## config.mk

```make
export PLATFORM = sky130hd
export DESIGN_NAME = tbh_queue
export DESIGN_NICKNAME = d
export VERILOG_FILES = /design/src/design/tbh_pkg.sv /design/src/design/tbh_queue.sv
export SDC_FILE = /design/constraint.sdc
export NUM_CORES = 1
export LEC_CHECK = 0
export ABC_AREA = 0
export BUFFER_PORTS_ARGS = -buffer_cell sky130_fd_sc_hd__buf_4
export CAP_MARGIN = 20
export CORE_AREA = 5 5 394 396
export CTS_CLUSTER_DIAMETER = 40
export DETAILED_ROUTE_END_ITERATION = 7
export DIE_AREA = 0 0 399 401
export PLACE_DENSITY = 0.42
export SLEW_MARGIN = 10
export SYNTH_ARGS = -nofsm -noshare
export SYNTH_HDL_FRONTEND = slang
export SYNTH_SLANG_ARGS = --single-unit
```

## constraint.sdc

```tcl
create_clock -name i_clk -period 59.7 [get_ports i_clk]
set_input_delay 5.97 -clock i_clk [delete_from_list [all_inputs] [get_ports i_clk]]
set_output_delay 5.97 -clock i_clk [all_outputs]
set_load 0.03 [all_outputs]
```

## src/design/tbh_pkg.sv

```systemverilog
// Shared types, constants and helper functions for the toy block hash unit.
// No dependencies; every other design file imports this package.
package tbh_pkg;

    localparam int BLOCK_BYTES     = 64;
    localparam int BlockWords      = BLOCK_BYTES / 4;
    localparam int CountW          = $clog2(BLOCK_BYTES) + 1;
    localparam int WordSelW        = $clog2(BlockWords);
    localparam int HashWords       = 8;
    localparam int HashIdxW        = $clog2(HashWords);
    localparam int KeyIdxW         = 4;
    localparam int MaxRounds       = 16;
    localparam int ROUND_COUNT_DEF = 16;
    localparam int QUEUE_DEPTH_DEF = 2;

    localparam logic [7:0] PadByte = 8'h80;

    // Block as sixteen big-endian words, word 0 holds bytes 0..3
    typedef logic [BlockWords-1:0][31:0] t_block;

    function automatic logic [31:0] init_word(input logic [HashIdxW-1:0] idx);
        logic [31:0] v;
        case (idx)
            3'd0:    v = 32'h6a09e667;
            3'd1:    v = 32'hbb67ae85;
            3'd2:    v = 32'h3c6ef372;
            3'd3:    v = 32'ha54ff53a;
            3'd4:    v = 32'h510e527f;
            3'd5:    v = 32'h9b05688c;
            3'd6:    v = 32'h1f83d9ab;
            3'd7:    v = 32'h5be0cd19;
            default: v = 32'h6a09e667;
        endcase
        return v;
    endfunction

    function automatic logic [31:0] round_key(input logic [KeyIdxW-1:0] idx);
        logic [31:0] v;
        case (idx)
            4'd0:    v = 32'h428a2f98;
            4'd1:    v = 32'h71374491;
            4'd2:    v = 32'hb5c0fbcf;
            4'd3:    v = 32'he9b5dba5;
            4'd4:    v = 32'h3956c25b;
            4'd5:    v = 32'h59f111f1;
            4'd6:    v = 32'h923f82a4;
            4'd7:    v = 32'hab1c5ed5;
            4'd8:    v = 32'hd807aa98;
            4'd9:    v = 32'h12835b01;
            4'd10:   v = 32'h243185be;
            4'd11:   v = 32'h550c7dc3;
            4'd12:   v = 32'h72be5d74;
            4'd13:   v = 32'h80deb1fe;
            4'd14:   v = 32'h9bdc06a7;
            4'd15:   v = 32'hc19bf174;
            default: v = 32'h428a2f98;
        endcase
        return v;
    endfunction

    // Rotate right by a constant amount
    function automatic logic [31:0] ror32(input logic [31:0] v, input int s);
        return (v >> s) | (v << (32 - s));
    endfunction

endpackage

```

## src/design/tbh_queue.sv

```systemverilog
// Short block queue between the packing front end and the round engine.
// Depends on tbh_pkg for the block type.
module tbh_queue #(
    parameter int QUEUE_DEPTH = tbh_pkg::QUEUE_DEPTH_DEF
) (
    input  logic            i_clk,
    input  logic            i_rst_n,
    input  logic            i_push,
    output logic            o_push_ready,
    input  tbh_pkg::t_block i_block,
    output logic            o_valid,
    input  logic            i_pop,
    output tbh_pkg::t_block o_block
);
    import tbh_pkg::*;

    localparam int PtrW = (QUEUE_DEPTH > 1) ? $clog2(QUEUE_DEPTH) : 1;
    localparam int CntW = $clog2(QUEUE_DEPTH + 1);

    t_block            r_slot [QUEUE_DEPTH];
    logic [PtrW-1:0]   r_wr_ptr;
    logic [PtrW-1:0]   r_rd_ptr;
    logic [CntW-1:0]   r_count;
    logic              do_pop;

    assign o_push_ready = (r_count != CntW'(QUEUE_DEPTH));
    assign o_valid      = (r_count != '0);
    assign o_block      = r_slot[r_rd_ptr];
    assign do_pop       = i_pop && o_valid;

    always_ff @(posedge i_clk) begin
        if (i_push) begin
            r_slot[r_wr_ptr] <= i_block;
        end
    end

    always_ff @(posedge i_clk) begin
        if (!i_rst_n) begin
            r_wr_ptr <= '0;
            r_rd_ptr <= '0;
            r_count  <= '0;
        end else begin
            if (i_push) begin
                r_wr_ptr <= (r_wr_ptr == PtrW'(QUEUE_DEPTH - 1)) ? '0 : r_wr_ptr + 1'b1;
            end
            if (do_pop) begin
                r_rd_ptr <= (r_rd_ptr == PtrW'(QUEUE_DEPTH - 1)) ? '0 : r_rd_ptr + 1'b1;
            end
            case ({i_push, do_pop})
                2'b10:   r_count <= r_count + 1'b1;
                2'b01:   r_count <= r_count - 1'b1;
                default: r_count <= r_count;
            endcase
        end
    end

    a_no_overflow: assert property (@(posedge i_clk) disable iff (!i_rst_n)
        i_push |-> (r_count != CntW'(QUEUE_DEPTH)))
        else $error("block pushed into a full queue");

endmodule

```

After elaboration in Yosys (flattened, before gate mapping) --
Memories as Yosys holds them, arrays and structs flattened. A register that Yosys moved wholly into a read port is not among the register bits. Cells that the tools add are included.
Storage, ports and cells: bits in registers 4, memory bits (writable) 1024, bits of input ports 516, output and inout port bits 514, word-level logic and storage cells 21, memories kept 1
Memories:
- r_slot | words 2, bits a word 512, rd ports 1, clocked after Yosys merged registers in 1, wr ports 1, RTL line tbh_queue.sv:20 | t_block r_slot [QUEUE_DEPTH];
Operators by class: add/sub/neg operators 4, equal/unequal tests 3, muxes and demuxes 7, reductions and logical operators 3
Operators by type and width (number):
- 2-to-1 mux 1 bit | 6
- one-hot mux 2 bit (2 select lines) | 1
- nonzero test 2 bit | 2
- adder 1 bit (second input constant) | 2
- adder 2 x 1 -> 2 bit (second input constant) | 1
- equality test 2 x 1 -> 1 bit (second input constant) | 1
- equality test 2 bit (second input constant) | 1
- != test 2 bit (second input constant) | 1
- subtractor 2 x 1 -> 2 bit (second input constant) | 1
- logical AND 1 bit | 1

Depth between registers and ports, before layout --
word-level depth 4, gate-level depth with buffers 5, mapped depth without buffers 5

Worst setup path before layout --
OpenSTA, ideal clock, no wires.
path type input to register, start point input i_push, end point register r_wr_ptr, library setup time 0.160 ns, data arrival time 28.940 ns, required time 59.540 ns, path slack 30.600 ns, cell stages on the path 3, path buffers 0, path through inv_1 -> nor2_1 -> o21a_1
RTL lines:
- start, declared | RTL line tbh_queue.sv:8 | input logic i_push,
- end signal, assigned | RTL line tbh_queue.sv:44 | r_wr_ptr <= (r_wr_ptr == PtrW'(QUEUE_DEPTH - 1)) ? '0 : r_wr_ptr + 1'b1;
- end, declared | RTL line tbh_queue.sv:21 | logic [PtrW-1:0] r_wr_ptr;

==> results.py <==
metrics = {
    "run_status": {
        "run_status": "completed",
    },
    "clock_tree": {
        "h-tree-depth": 4,
        "ctsResizeCount": 0,
        "clk_latency_ns": 0.75,
        "cts_hold_buffers": 0,
        "cts_made_buffers": 170,
        "cts.sinks": 1029,
        "clock_path_buffers": 3,
        "cts_tree": "done",
        "post_cts_buffers": 0,
        "cts.clk_slew.worst_paths_ns": 0.05,
        "clock-root-buffer": "clkbuf_16",
    },
    "worst_hold_path": {
        "hp-class": "flip-flop to flip-flop",
        "hp-start": "r_rd_ptr",
        "whs_path_depth": 2,
    },
    "detailed_routing": {
        "dr.first_iter.drc_count": 1011,
        "vias": 20100,
        "via_per_inst": 4.04,
        "ant_nets": 0,
        "wl_um": 116000,
        "drc": 0,
        "wl_per_cell_um": 23.4,
        "first_pass_iters": 5,
    },
    "yosys": {
        "yosysSeqAreaShare": 0.826,
        "netlist.area_leader.share": 0.823,
        "synth_cells": 1616,
        "syn_area_um2": 37400,
        "ys_ff_latch": 1029,
        "synth_nets": 2133,
        "yosysWarnings": 0,
        "yosys.area.top_type": "edfxtp_1",
        "syn_avg_cell_area_um2": 23.1,
        "synth.top_cells.by_area": "edfxtp_1 (82%), mux2_2 (15%), buf_6 (1.6%), dfxtp_1 (0.27%), xnor2_1 (0.070%)",
        "synth.distinct_cells": 17,
    },
    "place": {
        "numPortBuffers": 1029,
        "place_inst": 4635,
        "place_hpwl_um": 84000,
        "gp_congestion": 0.834,
    },
    "final_layout": {
        "n_fill_cell": 14300,
        "synthToLayoutAreaGrowth_pct": 42.6,
        "nets": 3294,
        "drive_gt1_frac": 0.635,
        "stdcell_count": 4967,
        "final_cell_mix": "buf_4 (1042), edfxtp_1 (1024), mux2_2 (512), clkbuf_16 (171), inv_6 (27)",
        "final_common_cell": "buf_4",
    },
    "timing": {
        "rsz0062_at_grt": "false",
        "skew_ns": 0.0201,
        "hold_viol": 0,
        "fmax_mhz": 86.2,
        "final.period_utilization": 0.194,
        "fin_crit_ns": 11.60,
        "final_max_slew_viol_count": 0,
        "setup_tns_ns": 0,
        "slew_headroom": 0.281,
        "worst_pin_slew_ns": 1.08,
        "setup_viol": 0,
    },
    "global_route": {
        "antenna_found_initial": 32,
        "grt_max_degree": 172,
        "grt_pass1_vias": 21800,
        "grt_overflow": 0,
        "track_usage": 0.139,
        "grt_pass1_wl_um": 159000,
    },
    "floorplan": {
        "core-area_um2": 151000,
        "die_h_um": 401,
        "rows": 143,
        "die_x_um": 399,
        "dieArea_um2": 160000,
        "ios": 1030,
        "initial_core_util": 0.247,
    },
    "power_and_ir_drop": {
        "p_int_mw": 1.71,
        "p_per_area_nw_per_um2": 45.8,
        "ir_worst_vdd_mv": 0.0261,
        "switching_power_mw": 0.729,
        "p_leak_nw": 19.5,
        "swShare": 0.299,
        "clockPowerShare": 0.414,
        "comb_power_share": 0.236,
        "seq_power_share": 0.350,
        "p_total_mw": 2.44,
    },
    "worst_setup_path": {
        "reg2reg_slack_ns": 54.59,
        "cp-start-kind": "flip-flop",
        "r2r_start": "r_wr_ptr",
        "reg2reg_to": "r_slot[1][273]",
        "end_kind": "output pin",
        "critPathArrivalTime_ns": 5.63,
        "cp.required_ns": 53.73,
        "crit_fanout": 75,
        "critPathKind": "flip-flop to output pin",
        "reg2reg_depth": 5,
    },
    "job": {
        "cap_violations": 0,
    },
}
==> logic make-up (layout without fill, tap and decap cells) <==
kind of cell               after synthesis  count (layout)  share of synthesized area
AOI/OAI and AO/OA                        4               4                   0.000737
xor gates and xnor gates                 3               3                   0.000703
adders and majority gates                1               1                   0.000335
buffers and inverters                   58            1364                     0.0168
DFF                                   1029            1029                      0.826
muxes                                  512             512                      0.154
other                                    0              15                          0
and+or+nand+nor                          9               9                    0.00144
==> metal layers <==
metal	track usage	routed length, um
met1	0.150	42500
met2	0.234	57400
met3	0.0684	13000
met4	0.0520	3320
met5	0	141
==> cell type report <==
class	count	area (um2)	area share
Sequential cell	1029	30900	0.579
Tap cell	2030	2540	0.0477
Clock inverter	139	1720	0.0324
Clock buffer	178	4310	0.0808
Antenna cell	15	37.5	0.000705
Timing Repair Buffer	1046	7900	0.148
Multi-Input combinational cell	529	5900	0.111
Inverter	1	3.75	0.0000705
==> per-stage QoR <==
stage                     setup WS (ns)   util  hold slack (ns)  area [um2]
after CTS                         47.96  0.352            0.548       53200
after floorplan                   30.60      -            0.479       37400
after global placement            48.93  0.312            0.529       47200
after detailed placement          48.78  0.312            0.532       47200
after global routing              47.72  0.352            0.580       53200
final                             48.10  0.352            0.544       53300
==> worst max-delay path by stage <==
stage	to	slack [ns]	cells after the start
final	o_block[450]	48.10	6
after detailed placement	r_slot[1][428]	48.78	6
after global placement	r_slot[1][232]	48.93	6
after floorplan	r_wr_ptr	30.60	3
after global routing	o_block[437]	47.72	6
after CTS	o_block[437]	47.96	6
==> synth_stat cells <==
cell type and n:
a21boi_1 1, and2_1 2, o21ai_0 1, nor2_1 1, or2_2 1, edfxtp_1 1024, dfxtp_1 5, mux2_2 512
buf_6 54, o21a_1 2, xnor2_1 3, inv_1 1, ha_1 1, nor2b_1 3, nand2b_1 1, buf_2 3
or3_1 1
==> power by group through the flow <==
stage | logic, mW | clock network [mW] | registers (mW)
2_1_floorplan | 0.383 | 0 | 0.883
3_3_place_gp | 0.583 | 0 | 0.868
3_5_place_dp | 0.586 | 0 | 0.869
4_1_cts | 0.589 | 1.04 | 0.855
5_1_grt | 0.603 | 1.07 | 0.857
6_report | 0.576 | 1.01 | 0.854
==> worst max-delay path: stages, from the launching register on <==
cell     delay [ns]
dfxtp_4        0.86
buf_4          0.84
buf_4          0.76
buf_4          0.71
buf_4          0.79
mux2_2         0.44
buf_4          0.17
==> flip-flops by register name, summed over array words and instances, names as in the netlist, named ones only <==
signal and flops:
r_wr_ptr 1, r_slot 1024, r_count 2, r_rd_ptr 1
(Power assumes the default switching activity.)
