--- src/design/tbh_pkg.sv ---
// Shared types, constants and helper functions for the toy block hash unit.
// No dependencies; every other design file imports this package.
package tbh_pkg;

    localparam int BLOCK_BYTES     = 64;
    localparam int BlockWords      = BLOCK_BYTES / 4;
    localparam int CountW          = $clog2(BLOCK_BYTES) + 1;
    localparam int WordSelW        = $clog2(BlockWords);
    localparam int HashWords       = 8;
    localparam int HashIdxW        = $clog2(HashWords);
    localparam int KeyIdxW         = 4;
    localparam int MaxRounds       = 16;
    localparam int ROUND_COUNT_DEF = 16;
    localparam int QUEUE_DEPTH_DEF = 2;

    localparam logic [7:0] PadByte = 8'h80;

    // Block as sixteen big-endian words, word 0 holds bytes 0..3
    typedef logic [BlockWords-1:0][31:0] t_block;

    function automatic logic [31:0] init_word(input logic [HashIdxW-1:0] idx);
        logic [31:0] v;
        case (idx)
            3'd0:    v = 32'h6a09e667;
            3'd1:    v = 32'hbb67ae85;
            3'd2:    v = 32'h3c6ef372;
            3'd3:    v = 32'ha54ff53a;
            3'd4:    v = 32'h510e527f;
            3'd5:    v = 32'h9b05688c;
            3'd6:    v = 32'h1f83d9ab;
            3'd7:    v = 32'h5be0cd19;
            default: v = 32'h6a09e667;
        endcase
        return v;
    endfunction

    function automatic logic [31:0] round_key(input logic [KeyIdxW-1:0] idx);
        logic [31:0] v;
        case (idx)
            4'd0:    v = 32'h428a2f98;
            4'd1:    v = 32'h71374491;
            4'd2:    v = 32'hb5c0fbcf;
            4'd3:    v = 32'he9b5dba5;
            4'd4:    v = 32'h3956c25b;
            4'd5:    v = 32'h59f111f1;
            4'd6:    v = 32'h923f82a4;
            4'd7:    v = 32'hab1c5ed5;
            4'd8:    v = 32'hd807aa98;
            4'd9:    v = 32'h12835b01;
            4'd10:   v = 32'h243185be;
            4'd11:   v = 32'h550c7dc3;
            4'd12:   v = 32'h72be5d74;
            4'd13:   v = 32'h80deb1fe;
            4'd14:   v = 32'h9bdc06a7;
            4'd15:   v = 32'hc19bf174;
            default: v = 32'h428a2f98;
        endcase
        return v;
    endfunction

    // Rotate right by a constant amount
    function automatic logic [31:0] ror32(input logic [31:0] v, input int s);
        return (v >> s) | (v << (32 - s));
    endfunction

endpackage

--- src/design/tbh_front.sv ---
// Front end of the toy block hash: packs message bytes into a block and pads it.
// Depends on tbh_pkg; pushes finished blocks into tbh_queue.
module tbh_front (
    input  logic           i_clk,
    input  logic           i_rst_n,
    input  logic           i_valid,
    output logic           o_ready,
    input  logic [7:0]     i_msg_byte,
    input  logic           i_has_byte,
    input  logic           i_last_byte,
    output logic           o_push,
    input  logic           i_push_ready,
    output tbh_pkg::t_block o_block
);
    import tbh_pkg::*;

    t_block              r_blk;
    t_block              n_blk;
    t_block              pad_blk;
    logic [CountW-1:0]   r_cnt;
    logic [CountW-1:0]   n_cnt;
    logic                accept;

    // Plain bytes never need queue space; a closing item does
    assign o_ready = i_push_ready || !i_last_byte;
    assign accept  = i_valid && o_ready;

    always_comb begin
        n_blk = r_blk;
        n_cnt = r_cnt;
        if (i_has_byte && (r_cnt < CountW'(BLOCK_BYTES))) begin
            n_blk[r_cnt[CountW-2:2]][{~r_cnt[1:0], 3'b000} +: 8] = i_msg_byte;
            n_cnt = r_cnt + 1'b1;
        end
        pad_blk = n_blk;
        if (n_cnt < CountW'(BLOCK_BYTES)) begin
            pad_blk[n_cnt[CountW-2:2]][{~n_cnt[1:0], 3'b000} +: 8] = PadByte;
        end
    end

    assign o_push  = accept && i_last_byte;
    assign o_block = pad_blk;

    always_ff @(posedge i_clk) begin
        if (!i_rst_n) begin
            r_blk <= '0;
            r_cnt <= '0;
        end else if (accept) begin
            if (i_last_byte) begin
                r_blk <= '0;
                r_cnt <= '0;
            end else begin
                r_blk <= n_blk;
                r_cnt <= n_cnt;
            end
        end
    end

    a_cnt_bound: assert property (@(posedge i_clk) disable iff (!i_rst_n)
        r_cnt <= CountW'(BLOCK_BYTES))
        else $error("byte count ran past the block size");

    a_clear_after_last: assert property (@(posedge i_clk) disable iff (!i_rst_n)
        (accept && i_last_byte) |=> (r_cnt == '0 && r_blk == '0))
        else $error("block buffer not cleared after a closing item");

endmodule

--- config.mk ---
export PLATFORM = sky130hd
export DESIGN_NAME = tbh_front
export DESIGN_NICKNAME = d
export VERILOG_FILES = /design/src/design/tbh_pkg.sv /design/src/design/tbh_front.sv
export SDC_FILE = /design/constraint.sdc
export NUM_CORES = 2
export LEC_CHECK = 0
export BUFFER_PORTS_ARGS = -buffer_cell sky130_fd_sc_hd__buf_2
export CAP_MARGIN = 20
export CORE_UTILIZATION = 50
export CTS_BUF_LIST = sky130_fd_sc_hd__clkbuf_2
export DETAILED_ROUTE_END_ITERATION = 6
export PLACE_DENSITY = 0.71
export SETUP_SLACK_MARGIN = 0.05
export SYNTH_ARGS = -nofsm -noshare
export SYNTH_HDL_FRONTEND = slang
export SYNTH_SLANG_ARGS = --single-unit
--- constraint.sdc ---
create_clock -name i_clk -period 3.2 [get_ports i_clk]
set_input_delay 0.32 -clock i_clk [delete_from_list [all_inputs] [get_ports i_clk]]
set_output_delay 0.32 -clock i_clk [all_outputs]
set_load 0.1 [all_outputs]
==> results of run 1 <==
## cells by family after synthesis
| kind of cell | Yosys count | share of synthesized area |
|---|---|---|
| adder cells (fa/ha/maj) | 5 | 0.00197 |
| XOR/XNOR | 4 | 0.00157 |
| buffers and inverters | 433 | 0.0696 |
| AO/OA/AOI/OAI | 1647 | 0.311 |
| AND/OR/NAND/NOR | 757 | 0.126 |
| multiplexers | 516 | 0.163 |
| flip-flops | 519 | 0.327 |
## timing repair
action | in CTS
buffers inserted | 197
gates resized for setup | 846
pin swaps | 99
hold buffers | 22
setup endpoints to repair | 512
endpoints found under the hold margin | 519
gates cloned | 57
## stage by stage
step	TNS (ps)	utilization	hold WS, ps
2_1_floorplan	-21090	-	448
3_3_place_gp	0	0.708	455
4_1_cts	-395650	0.833	15.6
3_5_place_dp	0	0.708	463
## routing by layer
metal / track usage / GRT overflow
met5: 0.0985 / 0
met4: 0.757 / 54
met3: 0.554 / 2
met2: 0.928 / 38
met1: 0.744 / 0
==> results_dict.tcl, run 1 <==
set metrics [dict create \
    grt_max_degree 163 \
    yosys.area.top_type "dfxtp_1" \
    async_reset_ff_frac 0 \
    yosysMostFrequentCell "o21ai_0" \
    synth_seq_cells 519 \
    dp_cells 5066 \
    stop_stage "5_1_grt" \
    htree_levels 4 \
    synth_enable_flop_cells 0 \
    outcome "aborted with a tool error" \
    synth_common_cells "570 x o21ai_0, 526 x nand2_1, 519 x dfxtp_1" \
    cts_buffers 141 \
    chipHeight_um 254 \
    clock_tree.root_cell "clkbuf_2" \
    placed_cell_area_sq_um 44600 \
    portBuffers 527 \
    overflow 94 \
    ios 528 \
    error_line "[ERROR GRT-0232] Routing congestion too high. Check the congestion heatmap in the GUI." \
    grt_use_total 0.738 \
    synth-main-ff-cell "dfxtp_1" \
    rows 92 \
    syn_nets 3900 \
    syn_area_per_cell_sq_um 8.20 \
    hpwlAfterDp_mm 92.4 \
    worstEndpointType "primary output" \
    gp_congestion 0.945 \
    synth_area_sq_um 31800 \
    syn_inst 3881 \
    synth.top_cell.area_share 0.327 \
    clk_path_buf_depth 3 \
    start_util 0.505 \
    ys_seq_area_frac 0.327 \
    synth_area_leaders "dfxtp_1 33%, mux2i_1 16%, a21boi_0 9.1%, o21ai_0 9.0%, a21oi_1 6.8%" \
    dp_slack_ps 132 \
    worst_endpoint "o_block[500]" \
    cts_sinks 519 \
    synth.distinct_cells 79 \
    die_w_um 254 \
    ys_warn_count 0 \
]
==> run 2, diff against run 1 <==
--- a/config.mk
+++ b/config.mk
@@ -7,11 +7,9 @@
 export LEC_CHECK = 0
 export BUFFER_PORTS_ARGS = -buffer_cell sky130_fd_sc_hd__buf_2
 export CAP_MARGIN = 20
-export CORE_UTILIZATION = 50
-export CTS_BUF_LIST = sky130_fd_sc_hd__clkbuf_2
+export CORE_UTILIZATION = 35
 export DETAILED_ROUTE_END_ITERATION = 6
-export PLACE_DENSITY = 0.71
-export SETUP_SLACK_MARGIN = 0.05
+export PLACE_DENSITY_LB_ADDON = 0.15
 export SYNTH_ARGS = -nofsm -noshare
 export SYNTH_HDL_FRONTEND = slang
 export SYNTH_SLANG_ARGS = --single-unit
==> run 2 against run 1 <==
  * The flow now finishes, with violations (negative setup slack)
  * Synthesized cell count is the same
  * Synthesized area is the same
==> results_dict.tcl, run 2 <==
set metrics [dict create \
    outcome "finished with violations" \
    violations "negative setup slack" \
    ys_warn_count 0 \
    worst_pin_slew_ps 1050 \
    drc 0 \
    grt_pass1_vias 32551 \
    ios 528 \
    final.setup_skew_ps 21.6 \
    hp-class "in2reg" \
    worst_slack_ps -179 \
    wl_per_cell_um 28.8 \
    cts_buffers 58 \
    clk_path_buf_depth 3 \
    p_sw_frac 0.277 \
    gp_congestion 0.893 \
    synth_common_cells "570 x o21ai_0, 526 x nand2_1, 519 x dfxtp_1" \
    clk_latency_ps 640 \
    syn_area_per_cell_sq_um 8.20 \
    required_ps 2880 \
    synth_area_sq_um 31800 \
    cts_tree "yes" \
    placed_cell_area_sq_um 46600 \
    layout_min_cycle_time_ps 3380 \
    power_frac_seq 0.415 \
    p_per_area_nw_per_um2 270 \
    largest_reg_flops 512 \
    layout_commonest_cell "buf_12" \
    rows 110 \
    maxCapViolCount 0 \
    combPwrFrac 0.126 \
    ant_nets 0 \
    yosys.area.top_type "dfxtp_1" \
    syn_nets 3900 \
    clock_tree.root_cell "clkbuf_16" \
    synth-main-ff-cell "dfxtp_1" \
    die_w_um 304 \
    fin_crit_sh 1.06 \
    design_area_sq_um 57700 \
    vias 34526 \
    antenna_found_initial 10 \
    ir_worst_vdd_mv 0.300 \
    portBuffers 527 \
    htree_levels 2 \
    grt_max_degree 163 \
    finalMaxSlewViolations 0 \
    reg_top3 "r_blk (512), r_cnt (7)" \
    clockPowerShare 0.459 \
    dr.pass1.iters 5 \
    start_util 0.354 \
    grt_use_total 0.343 \
    final_net_count 4640 \
    finalSetupViolations 363 \
    finalWirelength_mm 168 \
    dr.first_iter.drc_count 3689 \
    arrival_ps 3060 \
    chipHeight_um 304 \
    yosysMostFrequentCell "o21ai_0" \
    async_reset_ff_frac 0 \
    hold_violations 0 \
    fmax_mhz 296 \
    crit_path_end_kind "output pin" \
    syn_to_final_growth_pct 81.3 \
    critPathKind "reg2out" \
    regMostFlops "r_blk" \
    net-switching-power_uw 4320 \
    layout-drive-gt1-share 0.433 \
    viasPerCell 5.90 \
    die-area_sq_um 92100 \
    hold_buffers 0 \
    dp_slack_ps 36.0 \
    p_leak_uw 0.0182 \
    core_sq_um 90000 \
    hpwlAfterDp_mm 104 \
    whs_ps 233 \
    ys_seq_area_frac 0.327 \
    synth.distinct_cells 79 \
    slew-limit-headroom 0.292 \
    grt_first_pass_wirelength_mm 233 \
    startpoint_type "register" \
    clk_pin_slew_ps 70 \
    cts_sinks 519 \
    rsz0062_at_grt "true" \
    synth_enable_flop_cells 0 \
    syn_inst 3881 \
    synth_seq_cells 519 \
    final_cell_mix "613 x buf_12, 521 x nand2_1, 514 x o21ai_0" \
    crit_fanout 7 \
    synth_area_leaders "dfxtp_1 33%, mux2i_1 16%, a21boi_0 9.1%, o21ai_0 9.0%, a21oi_1 6.8%" \
    synth.top_cell.area_share 0.327 \
    overflow 0 \
    p_int_uw 11300 \
]
## run 2: cell counts after synthesis
Identical to the previous run, type by type.
## run 2: per-layer routing
layer / global-route usage / vias to the layer above / wire length (um)
met5: 0 / - / 0
met4: 0.135 / 0 / 7340
met3: 0.0499 / 352 / 12600
met2: 0.568 / 1753 / 80600
met1: 0.447 / 17032 / 67900
li1: - / 15389 / -
## run 2: per-stage QoR
| step | std cells | TNS [ps] | utilization | total power, uW |
|---|---|---|---|---|
| final | 5851 | -21310 | 0.641 | 15600 |
| after floorplan | 3881 | -24390 | - | 7460 |
| after global routing | 5850 | -44070 | 0.641 | 15900 |
| after detailed placement | 5423 | 0 | 0.518 | 8020 |
| after global placement | 5421 | -79.5 | 0.518 | 8020 |
| after CTS | 5773 | -25690 | 0.612 | 15500 |
## run 2: worst paths after layout
check / startpoint / to / slack (ps) / cells past startpoint
worst max-delay path: r_cnt[0] / o_block[104] / -180 / 11
worst min-delay path: i_valid / r_cnt[2] / 230 / 4
worst max register to register: r_cnt[3] / r_blk[75] / 600 / 7
worst min register to register: r_blk[168] / r_blk[168] / 470 / 2
## run 2: power groups by stage
stage	combinational (uW)	clock (uW)	sequential, uW
2_1_floorplan	850	0	6610
3_3_place_gp	1410	0	6610
3_5_place_dp	1410	0	6610
4_1_cts	1840	7200	6460
5_1_grt	1990	7460	6460
6_report	1960	7160	6460
## run 2: final cells by class
cell class | instances | area (sq um)
Inverter | 4 | 15.0
Fill cell | 6935 | 32300
Antenna cell | 6 | 15.0
Clock inverter | 30 | 354
Sequential cell | 519 | 10400
Timing Repair Buffer | 1105 | 18100
Clock buffer | 78 | 1630
Multi-Input combinational cell | 2933 | 25700
Tap cell | 1176 | 1470
## run 2: cell families after synthesis
family	share of synthesized area
compound gates	0.311
simple gates	0.126
flops	0.327
mux	0.163
buf+inv	0.0696
fa+ha+maj	0.00197
xor+xnor	0.00157
## run 2: critical path, stage by stage, from the launching register on
cell	delay, ps
dfxtp_4	370
ha_4	180
and3b_2	230
buf_8	140
a211o_4	390
buf_6	140
nor4_4	220
buf_6	170
buf_8	130
buf_12	150
a21oi_2	80
buf_12	180
## run 2: repair_timing
| action | 4_1_cts | 5_1_grt |
|---|---|---|
| cloned | 61 | 19 |
| resized for setup | 729 | 386 |
| endpoints found under the setup margin | 512 | 503 |
| pin swaps | 126 | 127 |
| buffers inserted | 182 | 71 |
| endpoints found under the hold margin | 0 | 0 |
Power figures use the tool's default switching activity.
