===== src/design/tbh_pkg.sv =====
// Shared types, constants and helper functions for the toy block hash unit.
// No dependencies; every other design file imports this package.
package tbh_pkg;

    localparam int BLOCK_BYTES     = 64;
    localparam int BlockWords      = BLOCK_BYTES / 4;
    localparam int CountW          = $clog2(BLOCK_BYTES) + 1;
    localparam int WordSelW        = $clog2(BlockWords);
    localparam int HashWords       = 8;
    localparam int HashIdxW        = $clog2(HashWords);
    localparam int KeyIdxW         = 4;
    localparam int MaxRounds       = 16;
    localparam int ROUND_COUNT_DEF = 16;
    localparam int QUEUE_DEPTH_DEF = 2;

    localparam logic [7:0] PadByte = 8'h80;

    // Block as sixteen big-endian words, word 0 holds bytes 0..3
    typedef logic [BlockWords-1:0][31:0] t_block;

    function automatic logic [31:0] init_word(input logic [HashIdxW-1:0] idx);
        logic [31:0] v;
        case (idx)
            3'd0:    v = 32'h6a09e667;
            3'd1:    v = 32'hbb67ae85;
            3'd2:    v = 32'h3c6ef372;
            3'd3:    v = 32'ha54ff53a;
            3'd4:    v = 32'h510e527f;
            3'd5:    v = 32'h9b05688c;
            3'd6:    v = 32'h1f83d9ab;
            3'd7:    v = 32'h5be0cd19;
            default: v = 32'h6a09e667;
        endcase
        return v;
    endfunction

    function automatic logic [31:0] round_key(input logic [KeyIdxW-1:0] idx);
        logic [31:0] v;
        case (idx)
            4'd0:    v = 32'h428a2f98;
            4'd1:    v = 32'h71374491;
            4'd2:    v = 32'hb5c0fbcf;
            4'd3:    v = 32'he9b5dba5;
            4'd4:    v = 32'h3956c25b;
            4'd5:    v = 32'h59f111f1;
            4'd6:    v = 32'h923f82a4;
            4'd7:    v = 32'hab1c5ed5;
            4'd8:    v = 32'hd807aa98;
            4'd9:    v = 32'h12835b01;
            4'd10:   v = 32'h243185be;
            4'd11:   v = 32'h550c7dc3;
            4'd12:   v = 32'h72be5d74;
            4'd13:   v = 32'h80deb1fe;
            4'd14:   v = 32'h9bdc06a7;
            4'd15:   v = 32'hc19bf174;
            default: v = 32'h428a2f98;
        endcase
        return v;
    endfunction

    // Rotate right by a constant amount
    function automatic logic [31:0] ror32(input logic [31:0] v, input int s);
        return (v >> s) | (v << (32 - s));
    endfunction

endpackage


===== src/design/tbh_back.sv =====
// Round engine of the toy block hash: runs the rounds one sub-step per cycle,
// adds the initial value back and streams eight words out. Depends on tbh_pkg.
module tbh_back #(
    parameter int ROUND_COUNT = tbh_pkg::ROUND_COUNT_DEF
) (
    input  logic                          i_clk,
    input  logic                          i_rst_n,
    input  logic                          i_blk_valid,
    output logic                          o_blk_ready,
    input  tbh_pkg::t_block               i_block,
    output logic                          o_valid,
    input  logic                          i_ready,
    output logic [31:0]                   o_hash_word,
    output logic [tbh_pkg::HashIdxW-1:0]  o_word_index,
    output logic                          o_word_last
);
    import tbh_pkg::*;

    localparam int RoundW = (ROUND_COUNT > 1) ? $clog2(ROUND_COUNT) : 1;

    typedef enum logic [1:0] {
        ST_IDLE,
        ST_ROUND,
        ST_FINAL,
        ST_OUT
    } t_state;

    t_state                r_state;
    t_block                r_blk;
    logic [31:0]           r_work [HashWords];
    logic [31:0]           r_t1;
    logic [31:0]           r_t;
    logic [1:0]            r_sub;
    logic [RoundW-1:0]     r_round;
    logic [HashIdxW-1:0]   r_idx;
    logic                  r_out_valid;
    logic [31:0]           r_out_word;
    logic [HashIdxW-1:0]   r_out_idx;
    logic                  r_out_last;
    logic                  out_load;

    logic [31:0] a, b, c, d, e, f, g, h;
    logic [31:0] sum;
    logic [31:0] t_new;

    assign a = r_work[0];
    assign b = r_work[1];
    assign c = r_work[2];
    assign d = r_work[3];
    assign e = r_work[4];
    assign f = r_work[5];
    assign g = r_work[6];
    assign h = r_work[7];

    // One quarter of a round; the block words sit at taps 0..3
    always_comb begin
        case (r_sub)
            2'd0: begin
                sum   = a + (e ^ (b & (c ^ e))) + r_blk[0] + round_key(KeyIdxW'(r_round));
                t_new = h + ror32(sum, 7);
            end
            2'd1: begin
                sum   = r_t + (f ^ (a & (b ^ f))) + r_blk[1];
                t_new = d + ror32(sum, 11);
            end
            2'd2: begin
                sum   = r_t + (g ^ (d & (a ^ g))) + r_blk[2];
                t_new = c + ror32(sum, 19);
            end
            2'd3: begin
                sum   = r_t + (h ^ (c & (d ^ h))) + r_blk[3];
                t_new = b + ror32(sum, 3);
            end
            default: begin
                sum   = '0;
                t_new = '0;
            end
        endcase
    end

    // Load the next word when the output register is empty or being taken
    assign out_load     = (r_state == ST_OUT) && (!r_out_valid || i_ready);

    assign o_blk_ready  = (r_state == ST_IDLE);
    assign o_valid      = r_out_valid;
    assign o_hash_word  = r_out_word;
    assign o_word_index = r_out_idx;
    assign o_word_last  = r_out_last;

    always_ff @(posedge i_clk) begin
        if (!i_rst_n) begin
            r_state     <= ST_IDLE;
            r_sub       <= '0;
            r_round     <= '0;
            r_idx       <= '0;
            r_out_valid <= 1'b0;
        end else begin
            if (out_load) begin
                r_out_valid <= 1'b1;
            end else if (r_out_valid && i_ready) begin
                r_out_valid <= 1'b0;
            end
            case (r_state)
                ST_IDLE: begin
                    if (i_blk_valid) begin
                        r_blk   <= i_block;
                        for (int i = 0; i < HashWords; i++) begin
                            r_work[i] <= init_word(HashIdxW'(i));
                        end
                        r_sub   <= '0;
                        r_round <= '0;
                        r_state <= ST_ROUND;
                    end
                end
                ST_ROUND: begin
                    r_t   <= t_new;
                    r_sub <= r_sub + 1'b1;
                    if (r_sub == 2'd0) begin
                        r_t1 <= t_new;
                    end
                    if (r_sub == 2'd3) begin
                        r_work[0] <= t_new;
                        r_work[1] <= c;
                        r_work[2] <= d;
                        r_work[3] <= e;
                        r_work[4] <= f;
                        r_work[5] <= g;
                        r_work[6] <= h;
                        r_work[7] <= r_t1;
                        // Advance the block by four words for the next round
                        for (int j = 0; j < BlockWords; j++) begin
                            r_blk[j] <= r_blk[(j + 4) % BlockWords];
                        end
                        r_round <= r_round + 1'b1;
                        if (r_round == RoundW'(ROUND_COUNT - 1)) begin
                            r_state <= ST_FINAL;
                        end
                    end
                end
                ST_FINAL: begin
                    for (int i = 0; i < HashWords; i++) begin
                        r_work[i] <= r_work[i] + init_word(HashIdxW'(i));
                    end
                    r_idx   <= '0;
                    r_state <= ST_OUT;
                end
                ST_OUT: begin
                    if (out_load) begin
                        r_out_word  <= r_work[r_idx];
                        r_out_idx   <= r_idx;
                        r_out_last  <= (r_idx == HashIdxW'(HashWords - 1));
                        r_idx       <= r_idx + 1'b1;
                        if (r_idx == HashIdxW'(HashWords - 1)) begin
                            r_state <= ST_IDLE;
                        end
                    end
                end
                default: r_state <= ST_IDLE;
            endcase
        end
    end

    a_round_bound: assert property (@(posedge i_clk) disable iff (!i_rst_n)
        (r_state == ST_ROUND) |-> (r_round <= RoundW'(ROUND_COUNT - 1)))
        else $error("round counter ran past the round count");

    a_last_word: assert property (@(posedge i_clk) disable iff (!i_rst_n)
        (o_valid && o_word_last) |-> (o_word_index == HashIdxW'(HashWords - 1)))
        else $error("last flag on a word other than the eighth");

endmodule


===== config.mk =====
export PLATFORM = sky130hd
export DESIGN_NAME = tbh_back
export DESIGN_NICKNAME = d
export VERILOG_FILES = /design/src/design/tbh_pkg.sv /design/src/design/tbh_back.sv
export SDC_FILE = /design/constraint.sdc
export NUM_CORES = 2
export LEC_CHECK = 0
export ABC_AREA = 1
export BUFFER_PORTS_ARGS = -buffer_cell sky130_fd_sc_hd__buf_2
export CORE_MARGIN = 2
export CORE_UTILIZATION = 35
export DETAILED_ROUTE_END_ITERATION = 8
export PLACE_DENSITY = 0.6
export SLEW_MARGIN = 20
export SYNTH_ARGS = -nofsm -noshare
export SYNTH_HDL_FRONTEND = slang
export SYNTH_SLANG_ARGS = --single-unit
export TNS_END_PERCENT = 1

===== constraint.sdc =====
create_clock -name i_clk -period 66.6 [get_ports i_clk]
set_input_delay 13.32 -clock i_clk [delete_from_list [all_inputs] [get_ports i_clk]]
set_output_delay 13.32 -clock i_clk [all_outputs]
set_load 0.01 [all_outputs]

### Word-level counts from Yosys, hierarchy flattened

Memories as Yosys holds them, arrays and structs flattened. A register that Yosys moved wholly into a read port is not among the register bits.
Index checks and enable logic that the tools add are counted.

* add/sub/neg operators: 24
* equal/unequal tests: 13
* multiplexer cells: 89
* bitwise operators: 32
* reductions and logical operators: 17

Operator list (count)
* 32-bit two-way mux: 57
* 512-bit two-way mux: 2
* 512-bit case mux with 2 select lines: 1
* 32-bit adder: 21
* 32-bit bitwise XOR: 8
* 32-bit bitwise AND: 4
* 32-bit case mux with 4 select lines: 1
* 13-bit by 32-bit OR with 32-bit output: 1
* 21-bit by 32-bit OR with 32-bit output: 1
* 25-bit by 32-bit OR with 32-bit output: 1
* 29-bit by 32-bit OR with 32-bit output: 1
* 4-bit two-way mux: 4
* 1-bit OR: 16
* 1-bit two-way mux: 13
* 2-bit two-way mux: 6
* 3-bit AND reduction: 3
* 2-bit equality test, second input constant: 4
* 2-bit inequality test, second input constant: 4
* 2-bit case mux with 4 select lines: 1
* 4-bit case mux with 2 select lines: 1
* 3-bit case mux with 2 select lines: 1
* 2-bit AND reduction: 3
* 2-bit nonzero test: 3
* 5-bit AND reduction: 1
* other kinds (14): 17

* register bits: 592
* memory bits (writable): 256
* memory bits (read-only): 512
* input port bits: 516
* output and inout port bits: 38
* word-level logic and storage cells: 202
* memories kept: 2

Memory list
* (name not given): depth 16, bits a word 32, read ports 1, clocked after memory_dff 1, wr ports 0, RTL line tbh_pkg.sv:39 `case (idx)`
* r_work: depth 8, bits a word 32, read ports 9, clocked after memory_dff 1, wr ports 8, RTL line tbh_back.sv:30 `logic [31:0] r_work [HashWords];`

### Depth between registers and ports, before layout

* depth in word-level cells: 11
* mapped depth: 35
* depth with buffers taken out: 35

### Worst setup path after synthesis

No wires, ideal clock.

* path type: in2reg
* start point: input i_rst_n
* end point: register r_blk[0] (netlist bit), enable pin
* setup time: 1.398 ns
* arrival: 34.780 ns
* required time: 65.202 ns
* path slack: 30.422 ns
* stages: 3
* buffers on the path: 1
* cell sequence: inv_1 > clkbuf_1 > nor2_1

* longest elaborated chain between the ends: 1

RTL lines
* from (decl): RTL line tbh_back.sv:7 `input logic i_rst_n,`
* 4-bit AND reduction (no line)
* to (signal assigned): RTL line tbh_back.sv:106 `r_blk <= i_block;`
* to (signal, indexed assignment): RTL line tbh_back.sv:132 `r_blk[j] <= r_blk[(j + 4) % BlockWords];`
* to (decl): RTL line tbh_back.sv:29 `t_block r_blk;`

Every way passes these cells.
A chain may end at the register's enable or synchronous reset.

### Final worst setup path

* start point: input i_rst_n
* end point: register r_blk[177] (netlist bit), enable pin

Same word-level chain as after synthesis.

==> reports/qor.log <==
INFO  outcome        outcome=finished clean
INFO  sta            transition_time_of_the_tightest_slew_check_pin=1.36ns
INFO  clocking       path_clk_slew=0.06ns
INFO  place          finalWeightedCongestion=1.09
INFO  sta            max_slew_margin=8.61%
INFO  flow_run       max_cap_viol_count=0
INFO  critical_path  cpMostUsedCell=sky130_fd_sc_hd__buf_4
INFO  floorplan      core_area=190000squm
INFO  sta            finalWorstPathRequiredPeriod=18.04ns
INFO  floorplan      dieHeight=440um
INFO  yosys          netlist_area=66600squm
INFO  sta            setup_repair_after_global_routing_missed_its_margin=no
INFO  finish         area_growth=14.3%
INFO  detailed_routing wl=343mm
INFO  detailed_routing postRouteAntennaNets=0
INFO  floorplan      die-area=194000squm
INFO  floorplan      start_util=35.1%
INFO  sta            layout_setup_ws=48.56ns
INFO  sta            fin_setup_tns=0ns
INFO  critical_path  crit_fanout=177
INFO  critical_path  critical_path.endpoint_type=flip-flop
INFO  critical_path  timing.critical_path.slowest_cell_delay=0.90ns
INFO  clocking       htree_num_levels=3
INFO  critical_path  cpLargestDelayFamily=buffers and inverters
INFO  place          worst_setup_timing_slack_at_the_placement_stage=47.86ns
INFO  yosys          synth_area_per_cell=7.54squm
INFO  detailed_routing drtIter0Drc=9344
INFO  critical_path  timing.critical_path.slowest_stage_cell=sky130_fd_sc_hd__buf_4
INFO  yosys          dominantRegCellSynth=sky130_fd_sc_hd__edfxtp_1
INFO  clocking       postCtsResizedCells=0
INFO  sta            finalHoldViolCount=0
INFO  place          io_buffer_count=553
INFO  clocking       max-clock-path-buffers=3
INFO  detailed_routing route.vias.total=66.8k
INFO  sta            clock.fmax=55.4MHz
INFO  critical_path  timing.critical_path.from_type=input port
INFO  floorplan      io-pin-count=554
INFO  min_path       hold_path.class=flip-flop to flip-flop
INFO  clocking       cts_tree=done
INFO  place          dpl.hpwl=279mm
INFO  global_route   number_of_global_route_vias_before_repair=62.8k
INFO  yosys          syn-instance-count=8828
INFO  floorplan      site_row_count=160
INFO  detailed_routing drt-vias-per-instance=5.58
INFO  yosys          yosys.cell_types.count=71
INFO  clocking       cts_made_buffers=108
INFO  finish         total_number_of_nets_in_the_final_design=10.3k
INFO  detailed_routing remaining_drc_errors=0
INFO  yosys          synthesis.yosys.warnings=0
INFO  sta            final-setup-viol-count=0
INFO  critical_path  cp_data_required_time=66.98ns
INFO  yosys          share_of_the_yosys_chip_area_belonging_to_registers=40.5%
INFO  global_route   antenna_found_initial=39
INFO  finish         layout_commonest_cell=sky130_fd_sc_hd__nand2_1
INFO  critical_path  crit_chain=buf_2, inv_1, nor2_4, buf_4, buf_4, buf_4, buf_4, buf_12
INFO  finish         final_cell_mix=sky130_fd_sc_hd__nand2_1, sky130_fd_sc_hd__inv_1, sky130_fd_sc_hd__edfxtp_1
INFO  floorplan      die_width=440um
INFO  yosys          synthArstFlopShare=0%
INFO  finish         post_route_cells_drive_above_1_share=10.1%
INFO  global_route   grt-ovfl-total=0
INFO  global_route   grt_first_pass_wirelength=471mm
INFO  yosys          yosys_register_bits=912
INFO  clocking       total_of_hold_buffers_inserted_after_clock_tree_synthesis=0
INFO  yosys          synth_edf_count=868
INFO  yosys          syn-num-nets=9783
INFO  clocking       cts.repair_timing.setup_buffer_count=0
INFO  clocking       root_buffer=sky130_fd_sc_hd__clkbuf_16
INFO  sta            final.setup_skew=0.0477ns
INFO  global_route   gr-usage-all-layers=34.6%
INFO  sta            final_worst_path_period_share=27.1%
INFO  critical_path  critical_path_buf_inv_count=7
INFO  detailed_routing wirelength_per_cell=28.7um
INFO  clocking       clk-insertion-delay-late=0.81ns
INFO  clocking       clock-sinks=912
INFO  detailed_routing first_pass_iters=7
INFO  critical_path  path_class=input port to flip-flop
INFO  sta            timing.final.max_slew_violations=0
INFO  global_route   grt_start_max_net_pins=221
INFO  critical_path  worstPathArrival=18.42ns
-- state kept, by name, indices dropped and copies added (netlist names), named ones only --
register	cells
r_sub	2
r_t1	32
r_state	2
o_word_index	3
o_valid	1
o_hash_word	32
r_t	32
r_work	256
o_word_last	1
r_idx	3
r_blk	512
r_round	4
-- worst paths after layout --
check,startpoint,endpoint,slack [ns],cells past startpoint
worst max-delay path,i_rst_n,r_blk[177]$_DFFE_PP_,48.56,8
worst min-delay path,r_blk[453]$_DFFE_PP_,r_blk[325]$_DFFE_PP_,0.50,2
worst max register to register,r_work[1][3]$_SDFFCE_PN0P_,r_t1[27]$_DFFE_PP_,58.74,23
worst min register to register,r_blk[453]$_DFFE_PP_,r_blk[325]$_DFFE_PP_,0.50,2
-- layout make-up --
type                       count  area, sq um
tap                         2511         3140
antenna                       17         42.5
clock buffer                 133         2900
fill                       19600       113000
multi-input combinational   6628        34900
timing repair buffer         699         3900
clock inverter                67          577
sequential                   912        26900
inverter                    1008         3800
-- per-stage QoR --
stage          hold WS (ns)  area [sq um]  utilization, %  cells
4_1_cts               0.510         76100            40.1  12000
6_report              0.499         76200            40.2  12000
2_1_floorplan         0.435         66600               -   8828
3_5_place_dp          0.500         72600            38.3  11800
3_3_place_gp          0.499         72600            38.3  11800
5_1_grt               0.527         76200            40.2  12000
-- synthesized netlist by cell type (8+ instances only) --
master	n	area (sq um)
sky130_fd_sc_hd__dfxtp_1	44	881
sky130_fd_sc_hd__a221oi_1	39	342
sky130_fd_sc_hd__o31ai_1	9	67.6
sky130_fd_sc_hd__buf_2	18	90.1
sky130_fd_sc_hd__nand4_1	84	526
sky130_fd_sc_hd__nand2_1	3227	12100
sky130_fd_sc_hd__nor4_1	20	125
sky130_fd_sc_hd__a211oi_1	11	82.6
sky130_fd_sc_hd__xnor2_1	61	534
sky130_fd_sc_hd__ha_1	277	3470
sky130_fd_sc_hd__nand3b_1	25	188
sky130_fd_sc_hd__edfxtp_1	868	26100
sky130_fd_sc_hd__a22oi_1	25	188
sky130_fd_sc_hd__a31oi_1	66	413
sky130_fd_sc_hd__a21o_1	35	263
sky130_fd_sc_hd__and2_1	17	106
sky130_fd_sc_hd__inv_1	989	3710
sky130_fd_sc_hd__a21oi_1	498	2490
sky130_fd_sc_hd__clkbuf_1	235	882
sky130_fd_sc_hd__o211ai_1	12	90.1
sky130_fd_sc_hd__nand3_1	427	2140
sky130_fd_sc_hd__buf_1	19	71.3
sky130_fd_sc_hd__xor2_1	89	780
sky130_fd_sc_hd__o21a_1	8	60.1
sky130_fd_sc_hd__o21ai_1	27	135
sky130_fd_sc_hd__and3_1	8	50.1
sky130_fd_sc_hd__nand2_2	12	75.1
sky130_fd_sc_hd__or2_2	28	175
sky130_fd_sc_hd__inv_2	14	52.6
sky130_fd_sc_hd__a21boi_0	11	82.6
sky130_fd_sc_hd__nor3_1	92	460
sky130_fd_sc_hd__o21ai_0	610	3050
sky130_fd_sc_hd__a32oi_1	25	219
sky130_fd_sc_hd__fa_1	162	3240
sky130_fd_sc_hd__nor2_1	576	2160
sky130_fd_sc_hd__o21bai_1	31	233
sky130_fd_sc_hd__o22ai_1	60	375
-- routing by layer --
| layer | up-vias | wire length, um | GRT usage [%] | share of wire [%] |
|---|---|---|---|---|
| li1 | 30400 | - | - | - |
| met4 | 34 | 25600 | 22.2 | 7.4 |
| met5 | - | 237 | 0 | 0.069 |
| met1 | 32000 | 140000 | 45.9 | 41 |
| met2 | 3630 | 142000 | 50.2 | 41 |
| met3 | 736 | 35900 | 8.37 | 10 |
-- tightest hold or removal path, cell delays in order (launching register included) --
cell and delay [ns]:
sky130_fd_sc_hd__edfxtp_1 0.32, sky130_fd_sc_hd__nand2_1 0.06, sky130_fd_sc_hd__nand2_1 0.05
-- cell families (layout without fill, tap and decap cells) --
family / count (synthesis) / in the layout / share of synthesized area (%)
adder cells (fa/ha/maj): 439 / 439 / 10.1
other: 0 / 17 / 0
AO/OA/AOI/OAI: 1504 / 1504 / 12.7
buffers and inverters: 1288 / 1907 / 7.34
flip-flops: 912 / 912 / 40.5
XOR/XNOR: 151 / 151 / 2.00
multiplexers: 1 / 1 / 0.0150
AND/OR/NAND/NOR: 4533 / 4533 / 27.4
Power is not shown: default switching activity piles up to over one toggle a cycle in this logic, so the estimate is an artifact.
